`src/indexed_max_priority_table_core_assert.svh`:
```
// Assertion macros shared by the table core modules.
`ifndef INDEXED_MAX_PRIORITY_TABLE_CORE_ASSERT_SVH
`define INDEXED_MAX_PRIORITY_TABLE_CORE_ASSERT_SVH
`ifndef SYNTH
// Check a property once reset is released.
`define IMPT_ASSERT(label, clk, rst_n, prop, msg) \
  label: assert property (@(posedge clk) disable iff (!rst_n) (prop)) else $error(msg);
// Check a property whose consequent holds in the cycle after its antecedent, once reset is released.
`define IMPT_ASSERT_NEXT(label, clk, rst_n, pre, post, msg) \
  label: assert property (@(posedge clk) disable iff (!rst_n) (pre) |=> (post)) else $error(msg);
`else
`define IMPT_ASSERT(label, clk, rst_n, prop, msg)
`define IMPT_ASSERT_NEXT(label, clk, rst_n, pre, post, msg)
`endif
`endif

```
`src/impt_pkg.sv`:
```
package impt_pkg;

  localparam int MODE_W       = 3;
  localparam int ID_W         = 8;
  localparam int PRIO_W       = 16;
  localparam int PAY_W        = 32;
  localparam int STATUS_W     = 2;
  localparam int CAPACITY_DEF = 256;

  typedef enum logic [MODE_W-1:0] {
    MODE_ADD     = 3'd0,
    MODE_PROMOTE = 3'd1,
    MODE_POP     = 3'd2,
    MODE_PEEK    = 3'd3,
    MODE_READ    = 3'd4
  } mode_t;

  typedef enum logic [STATUS_W-1:0] {
    ST_OK    = 2'd0,
    ST_FULL  = 2'd1,
    ST_BAD   = 2'd2,
    ST_EMPTY = 2'd3
  } status_t;

  typedef enum logic [2:0] {
    S_CLEAR,
    S_IDLE,
    S_EXEC,
    S_CHECK,
    S_SCAN,
    S_SCAN_END,
    S_FETCH,
    S_FINISH
  } state_t;

  // Read address source
  typedef enum logic [1:0] {
    RD_ID,
    RD_SCAN,
    RD_BEST
  } rd_sel_t;

  // Entry update kind
  typedef enum logic [1:0] {
    WR_CLEAR,
    WR_ADD,
    WR_PROMOTE,
    WR_POP
  } wr_sel_t;

  // Result composition
  typedef enum logic [2:0] {
    RES_NONE,
    RES_ADD,
    RES_FULL,
    RES_BAD,
    RES_EMPTY,
    RES_PROMOTE,
    RES_READ,
    RES_MAX
  } res_kind_t;

  typedef struct packed {
    logic      latch_in;
    logic      rd_en;
    rd_sel_t   rd_sel;
    logic      wr_meta_en;
    logic      wr_pay_en;
    wr_sel_t   wr_sel;
    logic      clear_step;
    logic      scan_start;
    logic      scan_step;
    logic      hdl_inc;
    logic      cnt_inc;
    logic      cnt_dec;
    logic      res_load;
    res_kind_t res_kind;
  } dp_cmd_t;

  typedef struct packed {
    mode_t mode;
    logic  full;
    logic  empty;
    logic  id_in_range;
    logic  rd_live;
    logic  clear_last;
    logic  scan_last;
    logic  out_free;
  } dp_sts_t;

endpackage

```
`src/impt_ctrl.sv`:
```
`include "indexed_max_priority_table_core_assert.svh"

module impt_ctrl (
  input  logic              clk,
  input  logic              rst_n,
  input  logic              in_valid,
  output logic              in_ready,
  input  impt_pkg::dp_sts_t sts,
  output impt_pkg::dp_cmd_t cmd
);

  impt_pkg::state_t state_r, state_nxt;

  always_ff @(posedge clk) begin
    if (!rst_n) begin
      state_r <= impt_pkg::S_CLEAR;
    end else begin
      state_r <= state_nxt;
    end
  end

  always_comb begin
    cmd       = '0;
    state_nxt = state_r;
    in_ready  = 1'b0;
    unique case (state_r)
      impt_pkg::S_CLEAR: begin
        cmd.wr_meta_en = 1'b1;
        cmd.wr_sel     = impt_pkg::WR_CLEAR;
        cmd.clear_step = 1'b1;
        if (sts.clear_last) begin
          state_nxt = impt_pkg::S_IDLE;
        end
      end
      impt_pkg::S_IDLE: begin
        in_ready = 1'b1;
        if (in_valid) begin
          cmd.latch_in = 1'b1;
          state_nxt    = impt_pkg::S_EXEC;
        end
      end
      impt_pkg::S_EXEC: begin
        case (sts.mode) inside
          impt_pkg::MODE_ADD: begin
            if (sts.out_free) begin
              cmd.res_load = 1'b1;
              state_nxt    = impt_pkg::S_IDLE;
              if (sts.full) begin
                cmd.res_kind = impt_pkg::RES_FULL;
              end else begin
                cmd.res_kind   = impt_pkg::RES_ADD;
                cmd.wr_meta_en = 1'b1;
                cmd.wr_pay_en  = 1'b1;
                cmd.wr_sel     = impt_pkg::WR_ADD;
                cmd.hdl_inc    = 1'b1;
                cmd.cnt_inc    = 1'b1;
              end
            end
          end
          impt_pkg::MODE_PROMOTE, impt_pkg::MODE_READ: begin
            if (sts.id_in_range) begin
              cmd.rd_en  = 1'b1;
              cmd.rd_sel = impt_pkg::RD_ID;
              state_nxt  = impt_pkg::S_CHECK;
            end else if (sts.out_free) begin
              cmd.res_load = 1'b1;
              cmd.res_kind = impt_pkg::RES_BAD;
              state_nxt    = impt_pkg::S_IDLE;
            end
          end
          impt_pkg::MODE_POP, impt_pkg::MODE_PEEK: begin
            if (!sts.empty) begin
              cmd.scan_start = 1'b1;
              state_nxt      = impt_pkg::S_SCAN;
            end else if (sts.out_free) begin
              cmd.res_load = 1'b1;
              cmd.res_kind = impt_pkg::RES_EMPTY;
              state_nxt    = impt_pkg::S_IDLE;
            end
          end
          default: begin
            if (sts.out_free) begin
              cmd.res_load = 1'b1;
              cmd.res_kind = impt_pkg::RES_NONE;
              state_nxt    = impt_pkg::S_IDLE;
            end
          end
        endcase
      end
      impt_pkg::S_CHECK: begin
        if (sts.out_free) begin
          cmd.res_load = 1'b1;
          state_nxt    = impt_pkg::S_IDLE;
          if (!sts.rd_live) begin
            cmd.res_kind = impt_pkg::RES_BAD;
          end else if (sts.mode == impt_pkg::MODE_PROMOTE) begin
            cmd.res_kind   = impt_pkg::RES_PROMOTE;
            cmd.wr_meta_en = 1'b1;
            cmd.wr_sel     = impt_pkg::WR_PROMOTE;
          end else begin
            cmd.res_kind = impt_pkg::RES_READ;
          end
        end
      end
      impt_pkg::S_SCAN: begin
        cmd.rd_en     = 1'b1;
        cmd.rd_sel    = impt_pkg::RD_SCAN;
        cmd.scan_step = 1'b1;
        if (sts.scan_last) begin
          state_nxt = impt_pkg::S_SCAN_END;
        end
      end
      impt_pkg::S_SCAN_END: begin
        state_nxt = impt_pkg::S_FETCH;
      end
      impt_pkg::S_FETCH: begin
        cmd.rd_en  = 1'b1;
        cmd.rd_sel = impt_pkg::RD_BEST;
        state_nxt  = impt_pkg::S_FINISH;
      end
      impt_pkg::S_FINISH: begin
        if (sts.out_free) begin
          cmd.res_load = 1'b1;
          cmd.res_kind = impt_pkg::RES_MAX;
          state_nxt    = impt_pkg::S_IDLE;
          if (sts.mode == impt_pkg::MODE_POP) begin
            cmd.wr_meta_en = 1'b1;
            cmd.wr_sel     = impt_pkg::WR_POP;
            cmd.cnt_dec    = 1'b1;
          end
        end
      end
      default: begin
        state_nxt = impt_pkg::S_IDLE;
      end
    endcase
  end

  `IMPT_ASSERT_NEXT(a_one_txn, clk, rst_n, in_valid && in_ready, !in_ready, "second transaction taken while busy")
  `IMPT_ASSERT(a_cmd_excl, clk, rst_n, $onehot0({cmd.latch_in, cmd.res_load, cmd.scan_step, cmd.clear_step}), "conflicting commands")
  `IMPT_ASSERT(a_ready_idle, clk, rst_n, in_ready == (state_r == impt_pkg::S_IDLE), "ready outside idle")

endmodule

```
`config.mk`:
```
export PLATFORM = sky130hd
export DESIGN_NAME = impt_ctrl
export DESIGN_NICKNAME = d
export VERILOG_FILES = /design/src/impt_pkg.sv /design/src/impt_ctrl.sv
export VERILOG_INCLUDE_DIRS = /design/src /design/src/src
export SDC_FILE = /design/constraint.sdc
export NUM_CORES = 1
export LEC_CHECK = 0
export BUFFER_PORTS_ARGS = -buffer_cell sky130_fd_sc_hd__clkbuf_2
export CORE_UTILIZATION = 41
export DETAILED_ROUTE_END_ITERATION = 7
export PLACE_DENSITY = 0.76
export SYNTH_ARGS = -nofsm -noshare
export SYNTH_HDL_FRONTEND = slang
export SYNTH_SLANG_ARGS = --single-unit
```
`constraint.sdc`:
```
create_clock -name clk -period 1.8 [get_ports clk]
set_input_delay 0.36 -clock clk [delete_from_list [all_inputs] [get_ports clk]]
set_output_delay 0.36 -clock clk [all_outputs]
set_load 0.01 [all_outputs]
```
[Word-level counts from Yosys, hierarchy flattened]
Index checks and enable logic that the tools add are counted.
Cells by class
  eq/ne operators: 14
  muxes and demuxes: 60
  reduce and logical (&&, ||, !) cells: 6
Operator list (count)
  4-bit two-way mux: 13
  3-bit two-way mux: 13
  2-bit two-way mux: 11
  3-bit one-hot mux with 7 select lines: 1
  1-bit two-way mux: 17
  3-bit == test (second input constant): 5
  3-bit by 2-bit == test with 1-bit output (second input constant): 4
  4-bit one-hot mux with 3 select lines: 1
  3-bit one-hot mux with 3 select lines: 1
  3-bit by 1-bit == test with 1-bit output (second input constant): 2
  3-bit zero test: 2
  2-bit != test (second input constant): 3
  2-bit one-hot mux with 3 select lines: 1
  2-bit OR reduction: 3
  5-bit two-way mux: 1
  1-bit one-hot mux with 4 select lines: 1
  3-bit AND reduction: 1
Word-level totals
  bits in registers: 3
  output and inout bits: 19
  word-level logic and storage cells: 81

[Depth between registers and ports, before layout]
Gate-level depths: netlist of the first run.
  word-level depth: 6
  mapped depth: 5
  mapped depth without buffers: 3

[Least setup slack after synthesis of the first run]
No wires, ideal clock.
  path kind: input port to output port
  start: input sts[8] in the netlist's numbering
  end: output cmd[13] in the netlist's numbering
  arrival: 1.553 ns
  required time: 1.440 ns
  setup slack: -0.113 ns
  stages on the path: 4
  path through: buf_2 -> or3_4 -> nor4b_2 -> or3_1
RTL lines
  from (decl): RTL line impt_ctrl.sv:8  | input impt_pkg::dp_sts_t sts,
  to (decl): RTL line impt_ctrl.sv:9  | output impt_pkg::dp_cmd_t cmd

==> results_dict.tcl, run 1 <==
set metrics [dict create \
    rsz0062_at_grt "true" \
    cts_hold_buf 0 \
    gr-usage-all-layers 0.259 \
    cts_made_buffers 3 \
    cp_max_fo 5 \
    gr-usage-met3 0.0174 \
    synthArstFlopShare 0 \
    final_cell_count_no_fill 123 \
    initial_core_util 0.461 \
    crit_type "register to output pin" \
    grt_pass1_vias 582 \
    yosysSeqAreaShare 0.113 \
    synth.distinct_cells 41 \
    drv_slew 0 \
    nFillCells 94 \
    final_hold_viol_count 0 \
    cts_buffer_depth 2 \
    routed_via_density 6.05 \
    antenna_found_initial 0 \
    route.vias.total 744 \
    synth.most_common_cell "nor2_1" \
    final_nets 123 \
    final-seq-area_um2 62.6 \
    slew_headroom 0.765 \
    areaGrowthSynthToFinish_pct 62.4 \
    rows 12 \
    ios 32 \
    synth-edff-count 0 \
    cp.arrival_ns 1.41 \
    ant_nets 0 \
    multiInputGateArea_um2 485 \
    die_w_um 38.1 \
    tightest_slew_ns 0.352 \
    status "finished, final reports clean" \
    maxCapViolCount 0 \
    finalHoldWorstSlack_ns 0.376 \
    clock-sinks 3 \
    clk_latency_ns 0.24 \
    powerDensity_nw_per_um2 490 \
    io_buffers 31 \
    n_antenna_cell 0 \
    netlist_area_um2 533 \
    regMostFlops "state_r" \
    met2_usage 0.458 \
    drc 0 \
    yosysWarnings 0 \
    top_usage_layer "met2" \
    hpwl_um 1240 \
    place_congestion 0.988 \
    dr.pass1.iters 4 \
    dpl.cell_count 118 \
    synth_cells 73 \
    clk_pin_slew_ns 0.04 \
    synthFlopType "dfxtp_1" \
    largest_reg_flops 3 \
    grt-ovfl-total 0 \
    drt_iter0_drc 19 \
    synth_nets 86 \
    yosys.area.top_type_share 0.113 \
    hp-class "input port to register" \
    finalSetupViolations 0 \
    vdd_drop_max_mv 0.269 \
    cp.required_ns 1.44 \
    htree_levels 1 \
    critical_path.endpoint_type "output pin" \
    fmax_mhz 564 \
    dieArea_um2 1450 \
    fin_crit_sh 0.985 \
    cts_tree "done" \
    use_met1 0.337 \
    avgSynthCellArea_um2 7.30 \
    core_region_area_um2 1160 \
    synth-seq-cells 3 \
    synthTopCellsByCount "nor2_1, a21oi_1, buf_2, nand2b_1" \
    grt_pass1_wl_um 2680 \
    die_h_um 38.1 \
    grt_max_degree 13 \
    synth_area_leaders "dfxtp_1, a21oi_1, nand2b_1, nor2_1, nor3b_1" \
    wl_per_cell_um 14.5 \
    netlist.top_cell.by_area "dfxtp_1" \
    drive_above_1_share 0.550 \
    totalWireLength_um 1780 \
    crit_path_start_kind "register" \
    root_buffer "clkbuf_4" \
    finalCriticalPeriod_ns 1.77 \
    top_regs "state_r x3" \
    fin_skew_ns 0.00258 \
    p_leak_nw 0.409 \
]
cell type report:
class,instances,area share
clock buffer,4,0.0303
inverter,1,0.00434
multi-input combinational,59,0.561
sequential,3,0.0723
tap,14,0.0202
timing repair buffer,42,0.312
what timing repair did:
action	in CTS	in global routing
setup endpoints to repair	4	10
cloned	0	0
buffers inserted	1	0
gates resized for setup	6	24
pin swaps	3	1
stage by stage:
stage | area [µm²] | utilization | setup TNS, ns | setup slack (ns) | power (W)
after global routing | 866 | 0.749 | -0.116 | -0.0379 | 0.000457
after detailed placement | 732 | 0.633 | 0 | 0.0298 | 0.000269
after global placement | 732 | 0.633 | 0 | 0.0513 | 0.000266
final | 866 | 0.749 | 0 | 0.0270 | 0.000424
after floorplan | 542 | - | -0.00674 | -0.00674 | 0.000196
after CTS | 795 | 0.687 | 0 | 0.0139 | 0.000410
per-layer routing:
metal / wire (µm) / share of wire
met1: 768 / 0.43
met2: 880 / 0.49
met3: 99 / 0.055
met4: 35 / 0.020
met5: 0 / 0
power breakdown:
group	leakage (nW)	total [W]	internal [W]	switching (W)
Combinational	0.368	0.000224	0.000102	0.000122
Clock	0.0150	0.000122	0.0000833	0.0000382
Sequential	0.0253	0.0000790	0.0000748	0.00000421
Total	0.409	0.000424	0.000260	0.000164
cell usage in the layout, fill, tap and decap left out, types with 2 or more instances in the layout:
cell	instances
nor2_1	5
buf_4	9
buf_2	6
clkbuf_2	21
o21a_1	3
nor4_1	2
a21oi_1	3
buf_6	6
a21oi_2	2
a31oi_1	3
nor3b_1	3
dfxtp_2	2
nand2b_1	4
clkbuf_4	3
and2_1	2
o21ai_1	2
cell families after synthesis:
| kind of cell | Yosys count | share of synthesized area |
|---|---|---|
| multiplexers | 1 | 0.0188 |
| XOR/XNOR | 1 | 0.0164 |
| buffers and inverters | 11 | 0.115 |
| flip-flops | 3 | 0.113 |
| AO/OA/AOI/OAI | 22 | 0.282 |
| AND/OR/NAND/NOR | 35 | 0.455 |
worst max-delay path: stages, from the launching register on:
cell and delay, ns:
dfxtp_2 0.31, or3b_4 0.44, a21oi_2 0.14, a31o_2 0.18, buf_6 0.10
worst paths after layout:
check / from / to / slack (ns) / depth (start not counted)
worst min register to register: state_r[1] / state_r[1] / 0.75 / 3
worst max register to register: state_r[0] / state_r[0] / 0.40 / 3
worst max-delay path: state_r[0] / cmd[3] / 0.03 / 4
worst min-delay path: rst_n / state_r[2] / 0.38 / 2
Power figures use the tool's default switching activity.
==> run 2, diff against run 1 <==
==> constraint.sdc (replaced) <==
create_clock -name clk -period 1.8 [get_ports clk]
set_input_delay 0.27 -clock clk [delete_from_list [all_inputs] [get_ports clk]]
set_output_delay 0.27 -clock clk [all_outputs]
set_load 0.01 [all_outputs]
==> run 2 against run 1 <==
Die area did not move; largest power group unchanged; hold slack got worse by 0.092 ns; non-clock buffer count fell by 4; total power fell by 7.7%; sequential share of layout area rose by 1.2 points; clock power barely moved; cell count fell by 3.3%; critical endpoint is now cmd[8]; via count fell by 4.2%; design area fell by 11%.
==> results_dict.tcl, run 2 (synthesis gave the netlist of run 1 again) <==
set metrics [dict create \
    final_nets 119 \
    path_buf_inv 2 \
    io_buffers 31 \
    cts_tree "done" \
    fin_crit_sh 0.973 \
    cp.arrival_ns 1.48 \
    drc 0 \
    clock-sinks 3 \
    grt_pass1_wl_um 2750 \
    ios 32 \
    crit_type "register to output pin" \
    route.vias.total 713 \
    areaGrowthSynthToFinish_pct 44.8 \
    place_congestion 0.906 \
    clk_latency_ns 0.23 \
    cts_buffer_depth 2 \
    die_h_um 38.1 \
    final_hold_viol_count 0 \
    tns_ns 0 \
    r2r-start "state_r[0]" \
    final_cell_count_no_fill 119 \
    dieArea_um2 1450 \
    clk_pin_slew_ns 0.04 \
    power_w 0.000392 \
    wl_per_cell_um 14.9 \
    gr-usage-all-layers 0.262 \
    routed_via_density 5.99 \
    critical_path.endpoint_type "output pin" \
    dpl.cell_count 114 \
    top_regs "state_r x3" \
    hold_start "rst_n" \
    crit_family "simple AND/OR/NAND/NOR gates" \
    rrSetupSlack_ns 0.23 \
    vdd_drop_max_mv 0.298 \
    cp.required_ns 1.53 \
    drv_slew 0 \
    crit_path_start_kind "register" \
    p_leak_nw 0.368 \
    fin_skew_ns 0.00262 \
    final_common_cell "clkbuf_2" \
    hold_depth 2 \
    drt_iter0_drc 44 \
    hold-path-endpoint "state_r[2]" \
    root_buffer "clkbuf_4" \
    tightest_slew_ns 0.314 \
    slew_headroom 0.788 \
    totalWireLength_um 1770 \
    finalSetupViolations 0 \
    rsz0062_at_grt "true" \
    maxCapViolCount 0 \
    status "finished, final reports clean" \
    regMostFlops "state_r" \
    reg2reg_depth 4 \
    fmax_mhz 571 \
    hpwl_um 1170 \
    dr.pass1.iters 4 \
    cpMaxStageDelayCell "or3b_4" \
    die_w_um 38.1 \
    grt-ovfl-total 0 \
    drive_above_1_share 0.495 \
    hp-class "input port to register" \
    powerDensity_nw_per_um2 507 \
    initial_core_util 0.461 \
    cts_made_buffers 3 \
    htree_levels 1 \
    slowest_delay_ns 0.44 \
    grt_max_degree 13 \
    ant_nets 0 \
    cts_hold_buf 0 \
    regToRegEndpoint "state_r[0]" \
    final_cell_mix "clkbuf_2, buf_4, nor2_1, a21oi_1, nand2b_1" \
    largest_reg_flops 3 \
    cp_max_fo 6 \
    core_region_area_um2 1160 \
    n_antenna_cell 0 \
    finalCriticalPeriod_ns 1.75 \
    grt_pass1_vias 625 \
    antenna_found_initial 0 \
    rows 12 \
    cp_cell_sequence "or3b_4 > buf_4 > nor2_2 > clkbuf_2" \
]
-- run 2: cell count changes in the layout (fill, tap and decap cells not counted), moves of 2 or more --
cell | previous run | this run
clkbuf_2 | 21 | 30
buf_2 | 6 | 1
buf_6 | 6 | 1
buf_4 | 9 | 6
a21oi_1 | 3 | 5
a21oi_2 | 2 | 0
o21ai_0 | 1 | 3
o21ai_1 | 2 | 0
-- run 2: layout make-up --
| cell class | count | area [µm²] |
|---|---|---|
| sequential | 3 | 65.1 |
| clock buffer | 4 | 26.3 |
| timing repair buffer | 38 | 211 |
| fill | 98 | 384 |
| tap | 14 | 17.5 |
| inverter | 1 | 3.75 |
| multi-input combinational | 59 | 448 |
-- run 2: repair_timing --
action                                  in CTS  in global routing
pin swaps                                    2                  3
endpoints found under the setup margin       3                  4
buffers inserted                             1                  0
resized for setup                            5                  6
-- run 2: metal layers --
layer | share of wire | global-route usage
met4 | 0.024 | 0.0536
met2 | 0.49 | 0.453
met5 | 0 | 0
met3 | 0.066 | 0.0174
met1 | 0.42 | 0.350
-- run 2: worst max-delay path by stage --
stage	slack (ns)	end	depth (start not counted)	from
after CTS	0.01	cmd[0]	3	state_r[0]
after floorplan	0.07	cmd[13]	4	sts[8]
final	0.05	cmd[8]	4	state_r[0]
after global placement	0.13	cmd[13]	5	sts[8]
after detailed placement	0.08	cmd[13]	5	sts[8]
after global routing	-0.006	cmd[0]	3	state_r[0]
-- run 2: power breakdown --
part	switching (W)	total [W]	internal [W]
sequential	0.00000882	0.0000824	0.0000736
combinational	0.000107	0.000190	0.0000832
clock	0.0000360	0.000119	0.0000831
-- run 2: through the flow --
step           hold WS (ns)  instance area (µm²)  setup WS, ns  utilization
2_1_floorplan         0.387                  533        0.0671            -
3_3_place_gp          0.531                  693         0.128        0.600
3_5_place_dp          0.525                  693        0.0799        0.600
4_1_cts               0.283                  748        0.0108        0.647
5_1_grt               0.301                  772      -0.00596        0.668
6_report              0.284                  772        0.0485        0.668
==> run 3, diff against run 2 <==
--- a/config.mk
+++ b/config.mk
@@ -6,10 +6,13 @@
 export SDC_FILE = /design/constraint.sdc
 export NUM_CORES = 1
 export LEC_CHECK = 0
+export ABC_AREA = 1
 export BUFFER_PORTS_ARGS = -buffer_cell sky130_fd_sc_hd__clkbuf_2
-export CORE_UTILIZATION = 41
+export CORE_AREA = 2 2 39 41
 export DETAILED_ROUTE_END_ITERATION = 7
-export PLACE_DENSITY = 0.76
+export DIE_AREA = 0 0 41 43
+export GPL_TIMING_DRIVEN = 0
+export PLACE_DENSITY = 0.71
 export SYNTH_ARGS = -nofsm -noshare
 export SYNTH_HDL_FRONTEND = slang
 export SYNTH_SLANG_ARGS = --single-unit
==> run 3 against run 2 <==
First-iteration DRC count shrank 75%; non-clock buffer count shrank 3; combinational power shrank 48%; critical path type unchanged; highest routed layer unchanged.
==> results_dict.tcl, run 3 <==
set metrics [dict create \
    status "finished, final reports clean" \
    synth.most_common_cell "nand2_1" \
    regToRegEndpoint "state_r[2]" \
    gr-usage-all-layers 0.166 \
    critPathCapture "cmd[13]" \
    initial_core_util 0.349 \
    fin_skew_ns 0.00146 \
    largest_reg_flops 3 \
    routed_via_density 4.74 \
    n_antenna_cell 0 \
    yosys.area.top_type_share 0.155 \
    hold_depth 3 \
    ios 32 \
    die_h_um 43 \
    synth-edff-count 0 \
    clk_pin_slew_ns 0.04 \
    tns_ns 0 \
    synth_cells 91 \
    synth_nets 104 \
    final_common_cell "clkbuf_2" \
    synth.distinct_cells 18 \
    crit_path_start_kind "register" \
    hp-class "input port to register" \
    final_hold_viol_count 0 \
    grt_pass1_wl_um 2010 \
    reg2reg_depth 7 \
    cp.required_ns 1.53 \
    netlist_area_um2 483 \
    clock-sinks 3 \
    vdd_drop_max_mv 0.335 \
    grt-ovfl-total 0 \
    die_w_um 41 \
    htree_levels 1 \
    cp_max_fo 7 \
    hpwl_um 1100 \
    root_buffer "clkbuf_4" \
    dr.pass1.iters 4 \
    totalWireLength_um 1340 \
    core_region_area_um2 1380 \
    rows 14 \
    final_cell_mix "clkbuf_2, nand2_1, inv_1" \
    drt_iter0_drc 11 \
    powerDensity_nw_per_um2 427 \
    fin_crit_sh 0.930 \
    synthFlopType "dfxtp_1" \
    yosysWarnings 0 \
    finalHoldWorstSlack_ns 0.262 \
    slew_headroom 0.811 \
    cp.arrival_ns 1.40 \
    grt_max_degree 9 \
    rsz0062_at_grt "false" \
    critical_path.endpoint_type "output pin" \
    crit_type "register to output pin" \
    startpoint "state_r[1]" \
    place_congestion 0.824 \
    tightest_slew_ns 0.281 \
    synth_area_leaders "nand2_1, dfxtp_1, inv_1, nor2_1, nand3_1" \
    grt_pass1_vias 521 \
    yosysSeqAreaShare 0.124 \
    antenna_found_initial 0 \
    netlist.top_cell.by_area "nand2_1" \
    cts_tree "done" \
    final_nets 142 \
    dp_slack_ns 0.227 \
    fmax_mhz 597 \
    clk_latency_ns 0.24 \
    drc 0 \
    drv_slew 0 \
    synthTopCellsByCount "nand2_1, inv_1, nor2_1" \
    cts_buffer_depth 2 \
    p_leak_nw 0.441 \
    areaGrowthSynthToFinish_pct 45.6 \
    rrSetupSlack_ns 0.66 \
    worst_slack_ns 0.126 \
    cts_made_buffers 3 \
    ant_nets 0 \
    finalSetupViolations 0 \
    io_buffers 31 \
    r2r-start "state_r[1]" \
    drive_above_1_share 0.406 \
    wl_per_cell_um 9.28 \
    dieArea_um2 1760 \
    maxCapViolCount 0 \
    synth-seq-cells 3 \
    finalCriticalPeriod_ns 1.67 \
    route.vias.total 682 \
    top_regs "state_r x3" \
    regMostFlops "state_r" \
    synthArstFlopShare 0 \
    avgSynthCellArea_um2 5.31 \
]
==> run 3: what timing repair did <==
item / CTS / global route
pin swaps: 0 / 1
setup endpoints to repair: 3 / 6
hold buffers: 0 / 0
buffers inserted: 0 / 2
resized for setup: 1 / 2
==> run 3: logic make-up (layout without fill, tap and decap cells) <==
| family | count (synthesis) | after routing | synth area share |
|---|---|---|---|
| and+or+nand+nor | 52 | 52 | 0.541 |
| buffers and inverters | 22 | 59 | 0.187 |
| AOI/OAI and AO/OA | 14 | 14 | 0.148 |
| DFF | 3 | 3 | 0.124 |
==> run 3: per-stage QoR <==
| step | util | cells | cell area [µm²] | power [W] |
|---|---|---|---|---|
| 3_5_place_dp | 0.476 | 138 | 658 | 0.000177 |
| 4_1_cts | 0.495 | 142 | 686 | 0.000305 |
| 6_report | 0.508 | 144 | 703 | 0.000300 |
| 3_3_place_gp | 0.476 | 138 | 658 | 0.000175 |
| 2_1_floorplan | - | 91 | 483 | 0.000139 |
| 5_1_grt | 0.508 | 144 | 703 | 0.000332 |
==> run 3: per-layer routing <==
layer | part of all wire | track usage | vias to the layer above
li1 | - | - | 363
met1 | 0.43 | 0.178 | 298
met2 | 0.50 | 0.275 | 18
met3 | 0.052 | 0.0366 | 3
met4 | 0.017 | 0.100 | 0
met5 | 0 | 0 | -
==> run 3: worst min-delay path by stage <==
stage	from	endpoint	slack, ns
2_1_floorplan	rst_n	state_r[2]	0.38
3_3_place_gp	rst_n	state_r[2]	0.51
3_5_place_dp	rst_n	state_r[2]	0.51
4_1_cts	rst_n	state_r[2]	0.26
5_1_grt	rst_n	state_r[2]	0.26
6_report	rst_n	state_r[2]	0.26
==> run 3: where the power goes <==
| group | internal, W | switching [W] |
|---|---|---|
| clock network | 0.0000833 | 0.0000384 |
| registers | 0.0000711 | 0.00000829 |
| logic | 0.0000399 | 0.0000592 |
| total | 0.000194 | 0.000106 |
==> run 3: area by class of cell <==
type | instances | area (µm²)
clock buffer | 4 | 26.3
timing repair buffer | 33 | 170
fill | 154 | 681
inverter | 20 | 75.1
tap | 16 | 20.0
sequential | 3 | 63.8
multi-input combinational | 66 | 333
buffer | 2 | 15.0
==> run 3: worst max-delay path, cell delays in order (launching register included) <==
cell and delay (ns):
dfxtp_2 0.41, nand2_2 0.11, nor2_2 0.12, inv_1 0.11, nor3_4 0.15, nor2_1 0.08
nand3_1 0.07, clkbuf_2 0.13
